File: config.mk
export PLATFORM = sky130hd
export DESIGN_NAME = vmie_queue
export DESIGN_NICKNAME = d
export VERILOG_FILES = /design/src/hw/rtl/vmie_pkg.sv /design/src/hw/rtl/vmie_queue.sv
export SDC_FILE = /design/constraint.sdc
export NUM_CORES = 1
export LEC_CHECK = 0
export BUFFER_PORTS_ARGS = -buffer_cell sky130_fd_sc_hd__buf_2
export CELL_PAD_IN_SITES_DETAIL_PLACEMENT = 1
export CELL_PAD_IN_SITES_GLOBAL_PLACEMENT = 1
export CORE_ASPECT_RATIO = 0.5
export CORE_MARGIN = 5
export CORE_UTILIZATION = 39
export CTS_CLUSTER_DIAMETER = 80
export CTS_CLUSTER_SIZE = 16
export DETAILED_ROUTE_END_ITERATION = 7
export PLACE_DENSITY_LB_ADDON = 0.25
export SYNTH_ARGS = -nofsm -noshare
export SYNTH_HDL_FRONTEND = slang
export SYNTH_SLANG_ARGS = --single-unit
export TNS_END_PERCENT = 20
File: constraint.sdc
create_clock -name clock -period 4.5 [get_ports clock]
set_input_delay 0.9 -clock clock [delete_from_list [all_inputs] [get_ports clock]]
set_output_delay 0.9 -clock clock [all_outputs]
set_load 0.01 [all_outputs]
File: src/hw/rtl/vmie_pkg.sv
// ----------------------------------------------------------------------------
// vmie_pkg: shared definitions of the instruction execute unit
// Opcodes, operand kinds, fault codes, beat payload types, the queue entry
// and the state encoding of the execute sequencer.
// ----------------------------------------------------------------------------
package vmie_pkg;

   // Storage geometry.
   localparam int MEM_BYTES   = 16384;
   localparam int MEM_AW      = $clog2(MEM_BYTES);
   localparam int REG_COUNT   = 16;
   localparam int REG_AW      = $clog2(REG_COUNT);
   localparam int DATA_W      = 32;
   localparam int CODE_W      = 15;
   localparam int IP_W        = 16;
   localparam int QUEUE_DEPTH = 2;

   // Signed width that holds base + two 16-bit displacements without overflow.
   localparam int ADDR_CALC_W = 19;

   // Registers with a fixed role.
   localparam logic [REG_AW-1:0] IP_REG = REG_AW'(5);
   localparam logic [REG_AW-1:0] CC_REG = REG_AW'(8);
   localparam logic [REG_AW-1:0] AC_REG = REG_AW'(9);

   // Condition code bit positions.
   localparam int FLAG_N_BIT = 31;
   localparam int FLAG_Z_BIT = 30;

   // Operand kinds.
   localparam logic [1:0] KIND_NONE = 2'd0;
   localparam logic [1:0] KIND_REG  = 2'd1;
   localparam logic [1:0] KIND_IMM  = 2'd2;
   localparam logic [1:0] KIND_MEM  = 2'd3;

   // Register sectors.
   localparam logic [1:0] SECT_ALL  = 2'd0;
   localparam logic [1:0] SECT_LOW  = 2'd1;
   localparam logic [1:0] SECT_HIGH = 2'd2;
   localparam logic [1:0] SECT_HALF = 2'd3;

   // Opcodes.
   localparam logic [4:0] OP_SYS    = 5'd0;
   localparam logic [4:0] OP_JMP    = 5'd1;
   localparam logic [4:0] OP_JZ     = 5'd2;
   localparam logic [4:0] OP_JP     = 5'd3;
   localparam logic [4:0] OP_JN     = 5'd4;
   localparam logic [4:0] OP_JNZ    = 5'd5;
   localparam logic [4:0] OP_JNP    = 5'd6;
   localparam logic [4:0] OP_JNN    = 5'd7;
   localparam logic [4:0] OP_NOT    = 5'd8;
   localparam logic [4:0] OP_RSV_LO = 5'd9;
   localparam logic [4:0] OP_RSV_HI = 5'd14;
   localparam logic [4:0] OP_STOP   = 5'd15;
   localparam logic [4:0] OP_MOV    = 5'd16;
   localparam logic [4:0] OP_ADD    = 5'd17;
   localparam logic [4:0] OP_SUB    = 5'd18;
   localparam logic [4:0] OP_SWAP   = 5'd19;
   localparam logic [4:0] OP_MUL    = 5'd20;
   localparam logic [4:0] OP_DIV    = 5'd21;
   localparam logic [4:0] OP_CMP    = 5'd22;
   localparam logic [4:0] OP_SHL    = 5'd23;
   localparam logic [4:0] OP_SHR    = 5'd24;
   localparam logic [4:0] OP_AND    = 5'd25;
   localparam logic [4:0] OP_OR     = 5'd26;
   localparam logic [4:0] OP_XOR    = 5'd27;
   localparam logic [4:0] OP_LDL    = 5'd28;
   localparam logic [4:0] OP_LDH    = 5'd29;
   localparam logic [4:0] OP_RND    = 5'd30;
   localparam logic [4:0] OP_LAST   = 5'd31;

   // Fault codes.
   localparam logic [2:0] FAULT_NONE   = 3'd0;
   localparam logic [2:0] FAULT_OPCODE = 3'd1;
   localparam logic [2:0] FAULT_NO_B   = 3'd2;
   localparam logic [2:0] FAULT_BAD_A  = 3'd3;
   localparam logic [2:0] FAULT_DIV0   = 3'd4;
   localparam logic [2:0] FAULT_ADDR   = 3'd5;

   // Request beat.
   typedef struct packed {
      logic [4:0]  command;
      logic [1:0]  type_a;
      logic [1:0]  type_b;
      logic [23:0] operand_a;
      logic [23:0] operand_b;
   } req_payload_type;

   // Response beat.
   typedef struct packed {
      logic [IP_W-1:0]          next_ip;
      logic                     negative_flag;
      logic                     zero_flag;
      logic signed [DATA_W-1:0] written_value;
      logic [2:0]               fault;
      logic                     halted;
   } rsp_payload_type;

   // Classified instruction as it waits between front and back.
   typedef struct packed {
      logic [4:0]  cmd;
      logic [1:0]  ta;
      logic [1:0]  tb;
      logic [23:0] oa;
      logic [23:0] ob;
      logic [2:0]  length;
      logic [2:0]  pre_fault;
      logic        is_stop;
      logic        one_op;
   } ex_entry_type;

   // Execute sequencer states.
   typedef enum logic [3:0] {
      S_CLEAR,
      S_IDLE,
      S_START,
      S_RDA,
      S_RDB,
      S_CHECK,
      S_MEMA,
      S_MEMB,
      S_EXEC,
      S_DIV,
      S_WBA,
      S_WBB,
      S_FLAGS,
      S_AC,
      S_HALT,
      S_DONE
   } back_state_type;

endpackage

File: src/hw/rtl/vmie_queue.sv
// ----------------------------------------------------------------------------
// vmie_queue: short instruction queue
// Holds classified instructions between the front and the execute sequencer
// so that each side can stall on its own.
// ----------------------------------------------------------------------------
module vmie_queue
   import vmie_pkg::*;
(
   input  logic         clock,
   input  logic         reset,
   input  logic         push,
   input  ex_entry_type push_entry,
   input  logic         pop,
   output logic         full,
   output logic         not_empty,
   output ex_entry_type head
);

   localparam int PTR_W = $clog2(QUEUE_DEPTH);
   localparam int CNT_W = $clog2(QUEUE_DEPTH + 1);

   ex_entry_type     slot_ff [QUEUE_DEPTH];
   logic [PTR_W-1:0] wr_ptr_ff;
   logic [PTR_W-1:0] wr_ptr_in;
   logic [PTR_W-1:0] rd_ptr_ff;
   logic [PTR_W-1:0] rd_ptr_in;
   logic [CNT_W-1:0] count_ff;
   logic [CNT_W-1:0] count_in;

   assign full      = count_ff == CNT_W'(QUEUE_DEPTH);
   assign not_empty = count_ff != '0;
   assign head      = slot_ff[rd_ptr_ff];

   // Pointer and fill count update.
   always_comb begin
      wr_ptr_in = wr_ptr_ff;
      rd_ptr_in = rd_ptr_ff;
      count_in  = count_ff;
      if (push) begin
         wr_ptr_in = (wr_ptr_ff == PTR_W'(QUEUE_DEPTH - 1)) ? '0 : wr_ptr_ff + 1'b1;
      end
      if (pop) begin
         rd_ptr_in = (rd_ptr_ff == PTR_W'(QUEUE_DEPTH - 1)) ? '0 : rd_ptr_ff + 1'b1;
      end
      if (push && !pop) begin
         count_in = count_ff + 1'b1;
      end else if (pop && !push) begin
         count_in = count_ff - 1'b1;
      end
   end

   always_ff @(posedge clock) begin
      if (reset) begin
         wr_ptr_ff <= '0;
         rd_ptr_ff <= '0;
         count_ff  <= '0;
      end else begin
         wr_ptr_ff <= wr_ptr_in;
         rd_ptr_ff <= rd_ptr_in;
         count_ff  <= count_in;
      end
   end

   // Entry storage.
   always_ff @(posedge clock) begin
      if (push) begin
         slot_ff[wr_ptr_ff] <= push_entry;
      end
   end

endmodule

==> reports/summary.json, run 1 <==
{
  "result_of_the_run": "completed",
  "fin_crit_share_pct": 72.41,
  "floorplan.core_area_um2": 12480,
  "max-clock-path-buffers": 2,
  "routing_usage_on_met3_pct": 4.329,
  "post_route_insts_no_fill": 558,
  "cellLeakagePower_nw": 2.433,
  "rr_endpoint": "slot_ff[0][56]",
  "grt_busiest_layer": "met2",
  "synthTopCellsByArea": "edfxtp_1, mux2_2, dfxtp_1",
  "timing.critical_path.slowest_stage_cell": "dfxtp_2",
  "worst_setup_path_endpoint": "head[4]",
  "cellPowerDensity_nw_per_um2": 514.5,
  "maxCapViolCount": 0,
  "worst_pin_slew_ps": 971.6,
  "synthesis.nets": 294,
  "post_route_cells_drive_above_1_share_pct": 62.11,
  "yosysMostFrequentCell": "edfxtp_1",
  "grt_pass1_vias": 2911,
  "first_iteration_detailed_routing_drc_count": 164,
  "tritoncts.num_buffers": 17,
  "synth-seq-area-share_pct": 81.47,
  "place_inst": 526,
  "cts.sink_count": 135,
  "tightest_hold_check_type": "reg2reg",
  "met2_usage_pct": 25.41,
  "critPathKind": "reg2out",
  "timing.critical_path.from_type": "flop",
  "yosys_most_used_dff": "edfxtp_1",
  "cp_cell_sequence": "buf_4 > mux2_2 > buf_2",
  "dp_worst_setup_slack_ps": 1645,
  "grt_setup_unrepaired": "false",
  "fin_worst_setup_slack_ps": 1242,
  "final-hold-violation-count": 0,
  "ys_types": 18,
  "num_antenna_cells": 0,
  "globalRoute.totalOverflow": 0,
  "drtAntennaViolNets": 0,
  "slew_headroom_pct": 35.09,
  "reg2reg_from": "wr_ptr_ff",
  "floorplan.io_pins": 136,
  "grt_util_met1_pct": 15.07,
  "global_route_wire_length_before_repair_um": 15390,
  "totalNegativeSetupSlack_ps": 0,
  "insertion_delay_ps": 410,
  "clock_tree.htree_level_count": 4,
  "detailedRoute.firstPassIterationCount": 4,
  "worst_clock_skew_ps": 4.270,
  "vdd.ir_drop.worst_mv": 0.2613,
  "top_post_synthesis_cells_by_count": "edfxtp_1, mux2_2, buf_6, dfxtp_1, nor2_1",
  "initial_core_util_pct": 39.37,
  "dp.final_hpwl_um": 6943,
  "post-cts-setup-buffer-count": 0,
  "timing.fmax_mhz": 306.9,
  "via_per_inst": 4.631,
  "track_usage_pct": 14.02,
  "gpl.final_weighted_congestion": 0.7012,
  "ys.warnings.count": 0,
  "synth_edf_count": 130,
  "fillers": 1210,
  "drcViolationCount": 0,
  "placement_rows": 29,
  "ys_async_sr_fraction_pct": 0,
  "post_cts_hold_buffer_count": 0,
  "crit_family": "flip-flops",
  "die-area_um2": 15080,
  "synth-seq-cells": 135,
  "synthesis.area_per_instance_um2": 21.94,
  "worstPathRequired_ps": 3600,
  "postRouteWirelength_um": 10160,
  "max_stage_delay_ps": 810,
  "setup.worst_path.end_class": "output port",
  "timing.final.setup_violations": 0,
  "arrival_ps": 2360,
  "timing.reg2reg.setup_slack_ps": 2730,
  "worst_setup_hold_path_clk_slew_ps": 60,
  "cts_root_buffer": "clkbuf_16",
  "design.final.nets": 445,
  "largest_net_degree_at_the_start_of_global_routing": 36,
  "port_buffers": 135,
  "mapped_cell_area_um2": 4915,
  "synth_largest_area_cell": "edfxtp_1",
  "floorplan.die.width_um": 168.8,
  "worst_r2r_path_depth": 2,
  "synth_to_final_area_change_pct": 31.01,
  "fp.dieH_um": 89.38,
  "fin_hold_ws_ps": 526.0,
  "ctsResizeCount": 0,
  "crit_fanout": 35,
  "netlist_instances": 224,
  "via_count": 2584,
  "final_count_of_pins_violating_max_slew": 0,
  "wire_per_inst_um": 18.22,
  "crit_buf_inv": 2,
  "layout_min_cycle_time_ps": 3258,
  "synth.top_cell.area_share_pct": 79.43,
  "grt_antenna_before_repair": 1,
  "cts_tree": "done",
  "worst-path-stages": 3
}
==> worst min path at each step <==
stage | start | endpoint | slack [ps] | cells after the start
finish | count_ff[1] | count_ff[1] | 530 | 2
global route | count_ff[1] | count_ff[1] | 560 | 2
floorplan | count_ff[1] | count_ff[1] | 460 | 2
global placement | count_ff[1] | count_ff[1] | 470 | 2
detailed placement | count_ff[1] | count_ff[1] | 510 | 2
CTS | count_ff[1] | count_ff[1] | 530 | 2
==> through the flow <==
stage	power (mW)	utilization (%)	instance area, um2
after floorplan	1.690	-	4915
after global placement	1.809	46.36	5787
after detailed placement	1.827	46.36	5787
after CTS	3.361	51.58	6439
after global routing	3.452	51.58	6439
final	3.313	51.58	6439
==> cells in the final DEF, fill, tap and decap left out, types with 2 or more instances in the layout <==
cell and count:
xor2_1 2, clkinv_4 3, dfxtp_1 4, mux2_2 65, buf_2 135, edfxtp_1 130, nor2_1 4, clkinv_2 2
clkinvlp_4 3, inv_6 2, xnor2_1 2, bufinv_16 5, buf_4 3, clkbuf_16 17
==> tightest hold or removal path: stages (launching register included) <==
cell	delay, ps
dfxtp_1	330
o21ai_0	80
a21oi_1	70
==> cells by family (layout without fill, tap and decap cells) <==
logic type	count (synthesis)	count (layout)	share of synthesized area, %
XOR/XNOR	4	4	0.7130
flip-flops	135	135	81.47
AND/OR/NAND/NOR	9	9	0.9931
multiplexers	65	65	14.89
AO/OA/AOI/OAI	2	2	0.2035
buffers and inverters	8	172	1.476
adder cells (fa/ha/maj)	1	1	0.2545
==> layer usage <==
| metal | vias up | part of all wire [%] |
|---|---|---|
| li1 | 1187 | - |
| met1 | 1311 | 39 |
| met2 | 64 | 54 |
| met3 | 20 | 4.5 |
| met4 | 2 | 2.1 |
| met5 | - | 0.13 |
==> sequential cells by signal, indices dropped and copies added (netlist names), named ones only <==
name / flops
wr_ptr_ff: 1
count_ff: 2
rd_ptr_ff: 1
slot_ff: 130
==> area by class of cell <==
| type | instances | area, um2 | area share [%] |
|---|---|---|---|
| multi-input cells | 81 | 847.1 | 13.16 |
| repair buffers | 139 | 718.2 | 11.15 |
| flip-flops and latches | 135 | 4005 | 62.20 |
| clock inverters | 15 | 226.5 | 3.517 |
| inverters | 1 | 3.754 | 0.05830 |
| well taps | 170 | 212.7 | 3.304 |
| clock buffers | 17 | 425.4 | 6.607 |
==> where the power goes <==
part / internal [mW] / leakage, nW / switching, mW
Sequential: 1.47 / 1.26 / 0.0302
Clock: 0.986 / 0.310 / 0.534
Combinational: 0.143 / 0.861 / 0.153
Total: 2.60 / 2.43 / 0.718
Power figures use the tool's default switching activity.
==> inputs of run 2 (changes only) <==
--- a/config.mk
+++ b/config.mk
@@ -5,12 +5,13 @@
 export SDC_FILE = /design/constraint.sdc
 export NUM_CORES = 1
 export LEC_CHECK = 0
+export ABC_AREA = 1
 export BUFFER_PORTS_ARGS = -buffer_cell sky130_fd_sc_hd__buf_2
 export CELL_PAD_IN_SITES_DETAIL_PLACEMENT = 1
 export CELL_PAD_IN_SITES_GLOBAL_PLACEMENT = 1
 export CORE_ASPECT_RATIO = 0.5
 export CORE_MARGIN = 5
-export CORE_UTILIZATION = 39
+export CORE_UTILIZATION = 44
 export CTS_CLUSTER_DIAMETER = 80
 export CTS_CLUSTER_SIZE = 16
 export DETAILED_ROUTE_END_ITERATION = 7
==> constraint.sdc (replaced) <==
create_clock -name clock -period 3.2 [get_ports clock]
set_input_delay 0.64 -clock clock [delete_from_list [all_inputs] [get_ports clock]]
set_output_delay 0.64 -clock clock [all_outputs]
set_load 0.01 [all_outputs]
==> run 2 against run 1 <==
  * Worst hold slack got worse by 100 ps
  * Non-clock buffer count unchanged
  * Clock skew rose by 2.7 ps
  * Sequential share of layout area shrank 2.4 points
  * First-iteration DRC count down 63%
  * Synthesized cell count up 4.9%
==> reports/summary.json, run 2 <==
{
  "clock_tree.htree_level_count": 4,
  "ys_types": 16,
  "ctsResizeCount": 0,
  "final-hold-violation-count": 0,
  "worst_pin_slew_ps": 682.0,
  "cts_tree": "done",
  "largest-register": "slot_ff",
  "worst_r2r_path_depth": 3,
  "port_buffers": 135,
  "layout_min_cycle_time_ps": 2598,
  "tritoncts.num_buffers": 17,
  "dp.final_hpwl_um": 6726,
  "synth_largest_area_cell": "edfxtp_1",
  "worstPathRequired_ps": 2560,
  "floorplan.die.width_um": 162.6,
  "yosysMostFrequentCell": "edfxtp_1",
  "ys.warnings.count": 0,
  "synthTopCellsByArea": "edfxtp_1, mux2_4, mux2_2",
  "netlist_instances": 235,
  "maxCapViolCount": 0,
  "placement_rows": 27,
  "fillers": 1019,
  "post-cts-setup-buffer-count": 0,
  "fp.dieH_um": 86.30,
  "synth-seq-cells": 135,
  "finish.instance_area_um2": 6696,
  "ys_async_sr_fraction_pct": 0,
  "first_iteration_detailed_routing_drc_count": 61,
  "fin_crit_share_pct": 81.18,
  "timing.fmax_mhz": 385.0,
  "synth.top_cell.area_share_pct": 76.21,
  "register_area_um2": 4008,
  "final_count_of_pins_violating_max_slew": 0,
  "totalNegativeSetupSlack_ps": 0,
  "floorplan.io_pins": 136,
  "synthesis.area_per_instance_um2": 21.80,
  "worst_clock_skew_ps": 7.015,
  "drcViolationCount": 0,
  "arrival_ps": 1960,
  "via_per_inst": 4.652,
  "insertion_delay_ps": 400,
  "crit_fanout": 36,
  "critPathKind": "reg2out",
  "gpl.final_weighted_congestion": 0.7060,
  "cellPowerDensity_nw_per_um2": 723.5,
  "grt_setup_unrepaired": "false",
  "largest_register_ff_count": 130,
  "multi_input_area_um2": 1020,
  "post_cts_hold_buffer_count": 0,
  "max-clock-path-buffers": 2,
  "grt_pass1_vias": 2986,
  "vdd.ir_drop.worst_mv": 0.4229,
  "initial_core_util_pct": 45.81,
  "drtAntennaViolNets": 0,
  "layout.cells.most_common_list": "buf_2, edfxtp_1, mux2_4",
  "global_route_wire_length_before_repair_um": 15650,
  "cts_root_buffer": "clkbuf_16",
  "post_route_cells_drive_above_1_share_pct": 59.30,
  "detailedRoute.firstPassIterationCount": 4,
  "cts.sink_count": 135,
  "grt_antenna_before_repair": 0,
  "slew_headroom_pct": 54.47,
  "design.final.nets": 456,
  "synth_to_final_area_change_pct": 30.73,
  "worst_setup_hold_path_clk_slew_ps": 60,
  "cellLeakagePower_nw": 2.675,
  "mapped_cell_area_um2": 5122,
  "wire_per_inst_um": 18.01,
  "largest_net_degree_at_the_start_of_global_routing": 38,
  "detailed_place.area_um2": 5991,
  "setup.worst_path.end_class": "output port",
  "synth_edf_count": 130,
  "via_count": 2591,
  "postRouteWirelength_um": 10030,
  "worst_hold_path_stage_count": 1,
  "top_post_synthesis_cells_by_count": "edfxtp_1, mux2_4, mux2_2",
  "timing.critical_path.from_type": "flop",
  "biggestRegsByFlops": "slot_ff x130, count_ff x2",
  "timing.final.setup_violations": 0,
  "floorplan.core_area_um2": 11180,
  "synth-seq-area-share_pct": 78.16,
  "synthesis.nets": 305,
  "tightest_hold_check_type": "in2reg",
  "globalRoute.totalOverflow": 0,
  "num_antenna_cells": 0,
  "result_of_the_run": "completed",
  "mostFrequentLayoutCell": "buf_2",
  "yosys_most_used_dff": "edfxtp_1",
  "track_usage_pct": 14.72,
  "die-area_um2": 14030
}
==> run 2: cells by family (layout without fill, tap and decap cells) <==
logic type	after synthesis	after routing	share of synthesized area [%]
buffers and inverters	16	179	2.076
XOR/XNOR	1	1	0.1710
multiplexers	65	65	17.95
adder cells (fa/ha/maj)	1	1	0.2442
AND/OR/NAND/NOR	15	15	1.197
AO/OA/AOI/OAI	2	2	0.1952
flip-flops	135	135	78.16
==> run 2: per-stage QoR <==
| step | std cells | setup WS, ps | hold WS [ps] | total power, mW | utilization (%) |
|---|---|---|---|---|---|
| floorplan | 235 | 429.1 | 479.9 | 2.391 | - |
| global placement | 526 | 1026 | 503.5 | 2.550 | 53.57 |
| detailed placement | 526 | 999.0 | 511.5 | 2.572 | 53.57 |
| CTS | 557 | 550.4 | 404.1 | 4.905 | 59.89 |
| global route | 557 | 501.2 | 398.5 | 5.033 | 59.89 |
| finish | 557 | 602.3 | 422.3 | 4.845 | 59.89 |
==> run 2: worst paths after layout <==
kind	start	endpoint	slack, ps
worst max-delay path	flop	head[45]	600
worst min register to register	rd_ptr_ff	flop	530
worst max register to register	wr_ptr_ff	slot_ff[1][17]	1550
worst min-delay path	push_entry[61]	slot_ff[1][61]	420
==> run 2: layout make-up <==
| type | instances | share of cell area [%] |
|---|---|---|
| inverters | 9 | 0.5045 |
| well taps | 159 | 2.971 |
| flip-flops and latches | 135 | 59.85 |
| clock inverters | 13 | 4.129 |
| clock buffers | 18 | 6.409 |
| repair buffers | 139 | 10.91 |
| multi-input cells | 84 | 15.23 |
==> run 2: metal layers <==
layer	GRT usage (%)	part of all wire, %
met1	16.29	40
met2	27.10	53
met3	4.656	5.2
met4	5.251	1.1
met5	0	0
==> run 2: power breakdown <==
| group | internal, mW | switching, mW | leakage [nW] |
|---|---|---|---|
| sequential | 2.05 | 0.0435 | 1.26 |
| clock | 1.61 | 0.705 | 0.334 |
| combinational | 0.228 | 0.208 | 1.08 |
| total | 3.89 | 0.957 | 2.68 |
==> run 2: critical path, stage by stage (launching register included) <==
cell	delay [ps]
dfxtp_4	660
buf_12	340
mux2_2	370
buf_2	140
