## src/hw/rtl/vmie_pkg.sv

```systemverilog
// ----------------------------------------------------------------------------
// vmie_pkg: shared definitions of the instruction execute unit
// Opcodes, operand kinds, fault codes, beat payload types, the queue entry
// and the state encoding of the execute sequencer.
// ----------------------------------------------------------------------------
package vmie_pkg;

   // Storage geometry.
   localparam int MEM_BYTES   = 16384;
   localparam int MEM_AW      = $clog2(MEM_BYTES);
   localparam int REG_COUNT   = 16;
   localparam int REG_AW      = $clog2(REG_COUNT);
   localparam int DATA_W      = 32;
   localparam int CODE_W      = 15;
   localparam int IP_W        = 16;
   localparam int QUEUE_DEPTH = 2;

   // Signed width that holds base + two 16-bit displacements without overflow.
   localparam int ADDR_CALC_W = 19;

   // Registers with a fixed role.
   localparam logic [REG_AW-1:0] IP_REG = REG_AW'(5);
   localparam logic [REG_AW-1:0] CC_REG = REG_AW'(8);
   localparam logic [REG_AW-1:0] AC_REG = REG_AW'(9);

   // Condition code bit positions.
   localparam int FLAG_N_BIT = 31;
   localparam int FLAG_Z_BIT = 30;

   // Operand kinds.
   localparam logic [1:0] KIND_NONE = 2'd0;
   localparam logic [1:0] KIND_REG  = 2'd1;
   localparam logic [1:0] KIND_IMM  = 2'd2;
   localparam logic [1:0] KIND_MEM  = 2'd3;

   // Register sectors.
   localparam logic [1:0] SECT_ALL  = 2'd0;
   localparam logic [1:0] SECT_LOW  = 2'd1;
   localparam logic [1:0] SECT_HIGH = 2'd2;
   localparam logic [1:0] SECT_HALF = 2'd3;

   // Opcodes.
   localparam logic [4:0] OP_SYS    = 5'd0;
   localparam logic [4:0] OP_JMP    = 5'd1;
   localparam logic [4:0] OP_JZ     = 5'd2;
   localparam logic [4:0] OP_JP     = 5'd3;
   localparam logic [4:0] OP_JN     = 5'd4;
   localparam logic [4:0] OP_JNZ    = 5'd5;
   localparam logic [4:0] OP_JNP    = 5'd6;
   localparam logic [4:0] OP_JNN    = 5'd7;
   localparam logic [4:0] OP_NOT    = 5'd8;
   localparam logic [4:0] OP_RSV_LO = 5'd9;
   localparam logic [4:0] OP_RSV_HI = 5'd14;
   localparam logic [4:0] OP_STOP   = 5'd15;
   localparam logic [4:0] OP_MOV    = 5'd16;
   localparam logic [4:0] OP_ADD    = 5'd17;
   localparam logic [4:0] OP_SUB    = 5'd18;
   localparam logic [4:0] OP_SWAP   = 5'd19;
   localparam logic [4:0] OP_MUL    = 5'd20;
   localparam logic [4:0] OP_DIV    = 5'd21;
   localparam logic [4:0] OP_CMP    = 5'd22;
   localparam logic [4:0] OP_SHL    = 5'd23;
   localparam logic [4:0] OP_SHR    = 5'd24;
   localparam logic [4:0] OP_AND    = 5'd25;
   localparam logic [4:0] OP_OR     = 5'd26;
   localparam logic [4:0] OP_XOR    = 5'd27;
   localparam logic [4:0] OP_LDL    = 5'd28;
   localparam logic [4:0] OP_LDH    = 5'd29;
   localparam logic [4:0] OP_RND    = 5'd30;
   localparam logic [4:0] OP_LAST   = 5'd31;

   // Fault codes.
   localparam logic [2:0] FAULT_NONE   = 3'd0;
   localparam logic [2:0] FAULT_OPCODE = 3'd1;
   localparam logic [2:0] FAULT_NO_B   = 3'd2;
   localparam logic [2:0] FAULT_BAD_A  = 3'd3;
   localparam logic [2:0] FAULT_DIV0   = 3'd4;
   localparam logic [2:0] FAULT_ADDR   = 3'd5;

   // Request beat.
   typedef struct packed {
      logic [4:0]  command;
      logic [1:0]  type_a;
      logic [1:0]  type_b;
      logic [23:0] operand_a;
      logic [23:0] operand_b;
   } req_payload_type;

   // Response beat.
   typedef struct packed {
      logic [IP_W-1:0]          next_ip;
      logic                     negative_flag;
      logic                     zero_flag;
      logic signed [DATA_W-1:0] written_value;
      logic [2:0]               fault;
      logic                     halted;
   } rsp_payload_type;

   // Classified instruction as it waits between front and back.
   typedef struct packed {
      logic [4:0]  cmd;
      logic [1:0]  ta;
      logic [1:0]  tb;
      logic [23:0] oa;
      logic [23:0] ob;
      logic [2:0]  length;
      logic [2:0]  pre_fault;
      logic        is_stop;
      logic        one_op;
   } ex_entry_type;

   // Execute sequencer states.
   typedef enum logic [3:0] {
      S_CLEAR,
      S_IDLE,
      S_START,
      S_RDA,
      S_RDB,
      S_CHECK,
      S_MEMA,
      S_MEMB,
      S_EXEC,
      S_DIV,
      S_WBA,
      S_WBB,
      S_FLAGS,
      S_AC,
      S_HALT,
      S_DONE
   } back_state_type;

endpackage

```

## src/hw/rtl/vmie_front.sv

```systemverilog
// ----------------------------------------------------------------------------
// vmie_front: instruction intake and classification
// Takes request beats, works out the instruction length and every fault that
// follows from the opcode and operand kinds alone, and pushes the result.
// ----------------------------------------------------------------------------
module vmie_front
   import vmie_pkg::*;
(
   input  logic            clock,
   input  logic            reset,
   input  logic            req_valid,
   output logic            req_ready,
   input  req_payload_type req_payload,
   input  logic            clearing,
   input  logic            queue_full,
   output logic            push,
   output ex_entry_type    push_entry
);

   logic       bad_op;
   logic       one_op;
   logic [2:0] pre_fault;
   logic       seen_beat_ff;
   logic       seen_beat_in;

   // Nothing enters while memory is being cleared or the queue is full.
   assign req_ready = !clearing && !queue_full;
   assign push      = req_valid && req_ready;

   // Opcode classes.
   always_comb begin
      bad_op = req_payload.command inside {OP_SYS, [OP_RSV_LO:OP_RSV_HI], [OP_RND:OP_LAST]};
      one_op = req_payload.command inside {[OP_JMP:OP_NOT]};
   end

   // Faults that need no register or memory contents.
   always_comb begin
      pre_fault = FAULT_NONE;
      if (bad_op) begin
         pre_fault = FAULT_OPCODE;
      end else if (req_payload.command == OP_STOP) begin
         pre_fault = FAULT_NONE;
      end else if (one_op) begin
         if (req_payload.type_b == KIND_NONE) begin
            pre_fault = FAULT_NO_B;
         end else if (req_payload.command == OP_NOT && req_payload.type_b == KIND_IMM) begin
            pre_fault = FAULT_BAD_A;
         end
      end else begin
         if (req_payload.type_a == KIND_NONE || req_payload.type_a == KIND_IMM) begin
            pre_fault = FAULT_BAD_A;
         end else if (req_payload.type_b == KIND_NONE) begin
            pre_fault = FAULT_NO_B;
         end
      end
   end

   // Queue entry.
   always_comb begin
      push_entry.cmd       = req_payload.command;
      push_entry.ta        = req_payload.type_a;
      push_entry.tb        = req_payload.type_b;
      push_entry.oa        = req_payload.operand_a;
      push_entry.ob        = req_payload.operand_b;
      push_entry.length    = 3'd1 + {1'b0, req_payload.type_a} + {1'b0, req_payload.type_b};
      push_entry.pre_fault = pre_fault;
      push_entry.is_stop   = !bad_op && req_payload.command == OP_STOP;
      push_entry.one_op    = !bad_op && one_op;
   end

   // Tracks whether any beat has been taken since reset.
   assign seen_beat_in = seen_beat_ff || push;

   always_ff @(posedge clock) begin
      if (reset) begin
         seen_beat_ff <= 1'b0;
      end else begin
         seen_beat_ff <= seen_beat_in;
      end
   end

   // No beat can be taken during the clearing sweep that follows reset.
   a_no_push_clear: assert property (@(posedge clock) disable iff (reset)
      clearing |-> !push)
      else $error("beat taken during memory clear");

   a_no_push_full: assert property (@(posedge clock) disable iff (reset)
      queue_full |-> !push)
      else $error("beat pushed into a full queue");

   a_clear_first: assert property (@(posedge clock) disable iff (reset)
      clearing |-> !seen_beat_ff)
      else $error("clearing resumed after beats were taken");

endmodule

```

## config.mk

```make
export PLATFORM = sky130hd
export DESIGN_NAME = vmie_front
export DESIGN_NICKNAME = d
export VERILOG_FILES = /design/src/hw/rtl/vmie_pkg.sv /design/src/hw/rtl/vmie_front.sv
export SDC_FILE = /design/constraint.sdc
export NUM_CORES = 1
export LEC_CHECK = 0
export ABC_AREA = 1
export ABC_CLOCK_PERIOD_IN_PS = 1100
export BUFFER_PORTS_ARGS = -buffer_cell sky130_fd_sc_hd__buf_2
export CAP_MARGIN = 10
export CORE_MARGIN = 2
export CORE_UTILIZATION = 28
export DETAILED_ROUTE_END_ITERATION = 16
export PLACE_DENSITY = 0.89
export SYNTH_ARGS = -nofsm -noshare
export SYNTH_HDL_FRONTEND = slang
export SYNTH_SLANG_ARGS = --single-unit
```

## constraint.sdc

```tcl
create_clock -name vclk -period 1.1
set_input_delay 0.11 -clock vclk [all_inputs]
set_output_delay 0.11 -clock vclk [all_outputs]
set_load 0.05 [all_outputs]
```

==> results of run 1 <==
## kinds of logic after synthesis
| logic type | synth area share |
|---|---|
| buf+inv | 0.665 |
| other cells | 0.00515 |
| fa+ha+maj | 0.0447 |
| simple gates | 0.285 |
## per-layer routing
| layer | track usage | wire length [um] | up-vias |
|---|---|---|---|
| met2 | 0.153 | 739 | 34 |
| met5 | 0 | 0 | - |
| met1 | 0.0625 | 367 | 215 |
| met4 | 0.0447 | 86 | 0 |
| li1 | - | - | 228 |
| met3 | 0.0296 | 188 | 14 |
## path summary, 6_finish.rpt
path	from	endpoint	cells after the start
max	req_payload[50]	push_entry[6]	6
min	req_payload[2]	push_entry[10]	0
## final cells by class
cell class	instances	share of cell area
Inverter	13	0.101
Timing Repair Buffer	39	0.439
Tap cell	30	0.0524
Multi-Input combinational cell	37	0.407
## what timing repair did
item	4_1_cts	5_1_grt
endpoints found under the setup margin	4	5
setup buffers	2	0
hold endpoints to repair	0	0
pin swaps	5	6
gates resized for setup	20	18
hold buffers	0	0
## stage by stage
step / power, mW / setup TNS (ps)
global placement: 0.383 / -641
detailed placement: 0.387 / -695
finish: 0.459 / -185
CTS: 0.438 / -151
global route: 0.489 / -347
floorplan: 0.769 / -65.5
## cells in the final DEF (no fill, tap or decap), types with 3 or more instances in the layout
| cell type | n |
|---|---|
| nand2_4 | 3 |
| nand2_1 | 3 |
| buf_2 | 19 |
| nand2_2 | 6 |
| inv_2 | 4 |
| nor2_1 | 7 |
| buf_8 | 4 |
| buf_4 | 8 |
| nor2_4 | 3 |
| buf_6 | 7 |
| nand3_2 | 3 |
| nand3_1 | 5 |
| inv_1 | 6 |
## power breakdown
group	switching [mW]	internal, mW	total (mW)	leakage (nW)
Sequential	0	0	0	0
Combinational	0.294	0.166	0.459	0.383
Clock	0	0	0	0
Total	0.294	0.166	0.459	0.383
==> impl_metrics.toml, run 1 <==
[outcome]
outcome = "complete, but fails checks"
violations = "setup timing"

[critical_path]
worstPathMaxFanout = 2
startpoint_type = "input pin"
critical-path-top-delay-family = "adder cells"
max_stage_delay_ps = 520
arrival_ps = 1140
path_class = "input pin to output port"
path_cells = "buf_12, inv_12, ha_4, fa_1, clkinvlp_4, buf_8"
cp_slowest_cell = "fa_1"
end_kind = "output port"
required_ps = 990
cp.buffers_inverters = 4

[place]
placed_cells = 117
gp_congestion = 0.688
pre_cts_slack_ps = -301
port_buffers = 30
placed_area_sq_um = 579
dpl.hpwl_um = 1070

[logic_synthesis]
synth_most_common_cell = "buf_4"
avgSynthCellArea_sq_um = 6.74
synth.largest_area_cell = "buf_4"
synth_top_area_share = 0.598
synthCells = 108
synthTopCellsByArea = "buf_4, nand3_1, inv_1"
synth-seq-area-share = 0
synth.cells.most_frequent = "buf_4, inv_1, nand3_1, nor2_1, nand2_1"
yosysWarnings = 0
synth_cell_types = 18
synth_area_sq_um = 728
synthesis.nets = 172

[floorplanning]
core-area_sq_um = 2480
die_h_um = 55.0
dieWidth_um = 55.0
initial_core_util = 0.294
rows = 18
die_area_sq_um = 3020
io-pin-count = 129

[routing]
drt-initial-drc-count = 4
num_vias = 491
viasPerCell = 4.13
ant_nets = 0
drcViolationCount = 0
wl_um = 1380
firstDrtPassIters = 3
routedWlPerCell_um = 11.6

[finish]
syn2layout_area_growth_pct = -1.72
multi_input_area_sq_um = 292
regArea_sq_um = 0
stdcell_count = 119
num_antenna_cells = 0
final_area_sq_um = 716
final_core_util = 0.289
nets = 155
drive_gt1_frac = 0.730
nFillCells = 292
nFlopsAndLatches = 0
clockBufferCount = 0

[pwr]
powerDensity_nw_per_um2 = 642
power_leakage_nw = 0.383
ir_drop_v = 0.000284

[hold_path]
hold_path.class = "input pin to output port"

[sta]
final-hold-violation-count = 0
clock.fmax_mhz = 803
post-route-period-util = 1.13
hold_ws_ps = 220
rsz0062_at_grt = "true"
min_period_ps = 1250
maxSlewViolCount = 0
fin_ws_ps = -145
final-setup-viol-count = 3

[job]
cap_viol_max_count = 0

[global_routing]
antenna_found_initial = 0
grt_usage = 0.0769
grt_pass1_vias = 450
grt_max_degree = 8
overflow = 0
grt_pass1_wl_um = 1750
No activity file was read; power rests on OpenSTA's default activity.
==> inputs of run 2 (changes only) <==
==> constraint.sdc (replaced) <==
create_clock -name vclk -period 1.1
set_input_delay 0.33 -clock vclk [all_inputs]
set_output_delay 0.33 -clock vclk [all_outputs]
set_load 0.05 [all_outputs]
==> impl_metrics.toml, run 2 (same netlist as run 1, synthesis figures left out) <==
[routing]
ant_nets = 0
wl_um = 1390
num_vias = 493
firstDrtPassIters = 3
routedWlPerCell_um = 11.3
drt-initial-drc-count = 1
drcViolationCount = 0
viasPerCell = 4.01

[critical_path]
worstPathMaxFanout = 2
cp_slowest_cell = "fa_2"
crit_start = "req_payload[48]"
end_kind = "output port"
critical-path-top-delay-family = "adder cells"
max_stage_delay_ps = 550
path_class = "input pin to output port"
startpoint_type = "input pin"
path_cells = "buf_12, inv_12, ha_4, fa_2, clkinvlp_4, buf_8"
arrival_ps = 1380
cp.buffers_inverters = 4
required_ps = 770

[outcome]
violations = "setup timing"
outcome = "complete, but fails checks"

[pwr]
total_power_mw = 0.585
powerDensity_nw_per_um2 = 608
power_leakage_nw = 0.455
ir_drop_v = 0.000340

[place]
pre_cts_slack_ps = -765
port_buffers = 30
gp_congestion = 0.729
dpl.hpwl_um = 1020

[finish]
num_antenna_cells = 0
regArea_sq_um = 0
layout_common_cells = "buf_4, buf_8, nand2_4, buf_6, nor2_1"
clockBufferCount = 0
final_core_util = 0.388
nFillCells = 249
final_common_cell = "buf_4"
nFlopsAndLatches = 0
syn2layout_area_growth_pct = 32.1
nets = 159
drive_gt1_frac = 0.817

[sta]
rsz0062_at_grt = "true"
fin_ws_ps = -609
finalSetupTns_ps = -2870
maxSlewViolCount = 0
post-route-period-util = 1.55
final-hold-violation-count = 0
final-setup-viol-count = 8
min_period_ps = 1710
clock.fmax_mhz = 585

[global_routing]
grt_max_degree = 6
grt_pass1_vias = 484
grt_usage = 0.0864
overflow = 0
grt_pass1_wl_um = 2010
antenna_found_initial = 0

[floorplanning]
dieWidth_um = 55.0
initial_core_util = 0.294
core-area_sq_um = 2480
io-pin-count = 129
die_area_sq_um = 3020
die_h_um = 55.0
rows = 18

[hold_path]
hold_path.class = "input pin to output port"
hp-start = "req_payload[11]"

[job]
cap_viol_max_count = 0
==> run 2: cell types whose count changed in the layout (fill, tap and decap cells not counted), moves of 2 or more <==
cell and change:
buf_8 +7, clkinvlp_4 +2, buf_12 +2, inv_1 -3, buf_4 +6, buf_2 -14
nand2_8 +2, clkbuf_4 +3, inv_2 -3, inv_4 +2, nand2_4 +4, nand2_2 -5
==> run 2: final cells by class <==
type                       count  area (sq um)  share of cell area
inverter                      13           103               0.107
tap                           30          37.5              0.0390
multi-input combinational     37           365               0.380
timing repair buffer          43           457               0.475
==> run 2: path summary, 6_finish.rpt <==
| check | end | cells after the start | slack, ps |
|---|---|---|---|
| setup / recovery | push_entry[6] | 6 | -610 |
| hold / removal | push_entry[19] | 0 | 660 |
==> run 2: report_power, final <==
| part | leakage (nW) | internal, mW | switching [mW] |
|---|---|---|---|
| clock network | 0 | 0 | 0 |
| logic | 0.455 | 0.251 | 0.334 |
| registers | 0 | 0 | 0 |
==> run 2: metal layers <==
layer	wire length (um)	share of wire	global-route usage
met1	449	0.32	0.0995
met3	192	0.14	0.0242
met4	48	0.035	0.0447
met2	699	0.50	0.145
met5	0	0	0
==> run 2: through the flow <==
step	instance area (sq um)	hold slack, ps	cells
global placement	678	660	120
floorplan	838	752	108
global route	962	660	123
finish	962	660	123
CTS	888	660	121
detailed placement	678	660	120
==> run 2: timing repair <==
item                                    4_1_cts  5_1_grt
pin swaps                                    15        6
buffers inserted                              1        2
hold buffers                                  0        0
resized for setup                            58       13
endpoints found under the setup margin       16       12
==> inputs of run 3 (changes only) <==
--- a/config.mk
+++ b/config.mk
@@ -5,14 +5,13 @@
 export SDC_FILE = /design/constraint.sdc
 export NUM_CORES = 1
 export LEC_CHECK = 0
-export ABC_AREA = 1
 export ABC_CLOCK_PERIOD_IN_PS = 1100
 export BUFFER_PORTS_ARGS = -buffer_cell sky130_fd_sc_hd__buf_2
 export CAP_MARGIN = 10
 export CORE_MARGIN = 2
-export CORE_UTILIZATION = 28
+export CORE_UTILIZATION = 27
 export DETAILED_ROUTE_END_ITERATION = 16
-export PLACE_DENSITY = 0.89
+export PLACE_DENSITY = 0.9
 export SYNTH_ARGS = -nofsm -noshare
 export SYNTH_HDL_FRONTEND = slang
 export SYNTH_SLANG_ARGS = --single-unit
==> impl_metrics.toml, run 3 <==
[logic_synthesis]
synth_most_common_cell = "buf_4"
synth.largest_area_cell = "buf_4"
synth_cell_types = 22
avgSynthCellArea_sq_um = 7.22
synth-seq-area-share = 0
synthesis.nets = 156
synth_area_sq_um = 664
yosysWarnings = 0
synthCells = 92
synth.cells.most_frequent = "buf_4, inv_1, nand2_1, nor2_1, o21ai_0"
synth_top_area_share = 0.655
synthTopCellsByArea = "buf_4, inv_1, nor4_4"

[critical_path]
path_cells = "buf_8, nor4_4, o21ai_2, o311a_1, a222oi_1, buf_4"
required_ps = 770
max_stage_delay_ps = 310
cp_slowest_cell = "nor4_4"
critical-path-top-delay-family = "compound AO/OA/AOI/OAI gates"
worstPathMaxFanout = 4
arrival_ps = 1500
startpoint_type = "input pin"
path_class = "input pin to output port"
cp.buffers_inverters = 2
end_kind = "output port"

[pwr]
power_switching_mw = 0.307
power_frac_seq = 0
clkPwrFrac = 0
powerDensity_nw_per_um2 = 603
ir_drop_v = 0.000349
power_leakage_nw = 0.416
total_power_mw = 0.548
combPwrFrac = 1.000
swShare = 0.560
internal_power_mw = 0.241

[cts]
ctsHoldBuffers = 0

[routing]
firstDrtPassIters = 4
drcViolationCount = 0
routedWlPerCell_um = 17.8
num_vias = 534
drt-initial-drc-count = 12
wl_um = 2030
viasPerCell = 4.68
ant_nets = 0

[sta]
clock.fmax_mhz = 548
final-hold-violation-count = 0
fin_ws_ps = -726
rsz0062_at_grt = "true"
finalSetupTns_ps = -3550
min_period_ps = 1830
final-setup-viol-count = 9
post-route-period-util = 1.66
maxSlewViolCount = 0

[place]
dpl.hpwl_um = 1300
port_buffers = 30
placed_area_sq_um = 604
pre_cts_slack_ps = -823
gp_congestion = 0.806

[global_routing]
grt_usage = 0.122
grt_util_met3 = 0.0306
grt_max_degree = 6
grt_most_used_layer = "met2"
antenna_found_initial = 0
grt_pass1_wl_um = 2520
grt_pass1_vias = 503
global_route.usage.met1 = 0.0953
overflow = 0
grt_use_met2 = 0.251

[floorplanning]
die_h_um = 53.6
rows = 17
core-area_sq_um = 2280
initial_core_util = 0.292
dieWidth_um = 53.6
die_area_sq_um = 2870
io-pin-count = 129

[finish]
layout_common_cells = "buf_4, buf_6, buf_8"
syn2layout_area_growth_pct = 36.7
nFlopsAndLatches = 0
num_antenna_cells = 0
final_common_cell = "buf_4"
drive_gt1_frac = 0.849
clockBufferCount = 0
final_core_util = 0.399
final_area_sq_um = 908
nets = 152
regArea_sq_um = 0

[outcome]
outcome = "complete, but fails checks"
violations = "setup timing"

[job]
cap_viol_max_count = 0

[hold_path]
hold_path.class = "input pin to output port"
-- run 3: cell count changes after synthesis, sizes merged, moves of 2 or more --
cell | previous run | this run
nand2 | 12 | 3
nand3 | 9 | 1
inv | 12 | 9
nor2 | 10 | 3
o21ai | 0 | 3
nor3 | 0 | 2
-- run 3: power groups by stage --
| stage | logic, mW | clock network (mW) | registers (mW) |
|---|---|---|---|
| floorplan | 0.751 | 0 | 0 |
| global placement | 0.390 | 0 | 0 |
| detailed placement | 0.395 | 0 | 0 |
| CTS | 0.490 | 0 | 0 |
| global route | 0.571 | 0 | 0 |
| finish | 0.548 | 0 | 0 |
-- run 3: layer usage --
metal | wire length, um | vias to the layer above
met4 | 150 | 0
met2 | 1210 | 48
met3 | 209 | 14
met5 | 0 | -
met1 | 455 | 249
li1 | - | 223
-- run 3: cell type report --
| cell class | count | area (sq um) |
|---|---|---|
| tap | 28 | 35.0 |
| inverter | 9 | 70.1 |
| multi-input combinational | 25 | 285 |
| timing repair buffer | 52 | 518 |
| fill | 224 | 1370 |
-- run 3: logic make-up after synthesis --
kind of cell             synth area share
AO/OA/AOI/OAI                      0.0791
adder cells (fa/ha/maj)            0.0490
buffers and inverters               0.706
other                             0.00564
AND/OR/NAND/NOR                     0.160
-- run 3: repair_timing --
item                       in CTS  in global routing
setup endpoints to repair      17                 11
setup buffers                   4                  3
resized for setup              51                 20
pin swaps                      11                 10
cloned                          0                  0
-- run 3: path summary, 6_finish.rpt --
check             slack, ps  depth (start not counted)        endpoint       startpoint
setup / recovery       -730                          6   push_entry[3]  req_payload[52]
hold / removal          660                          0  push_entry[18]  req_payload[10]
-- run 3: per-stage QoR --
step,hold WS (ps),instances
6_report,660,114
5_1_grt,660,114
4_1_cts,660,111
3_5_place_dp,660,108
3_3_place_gp,660,108
2_1_floorplan,715,92
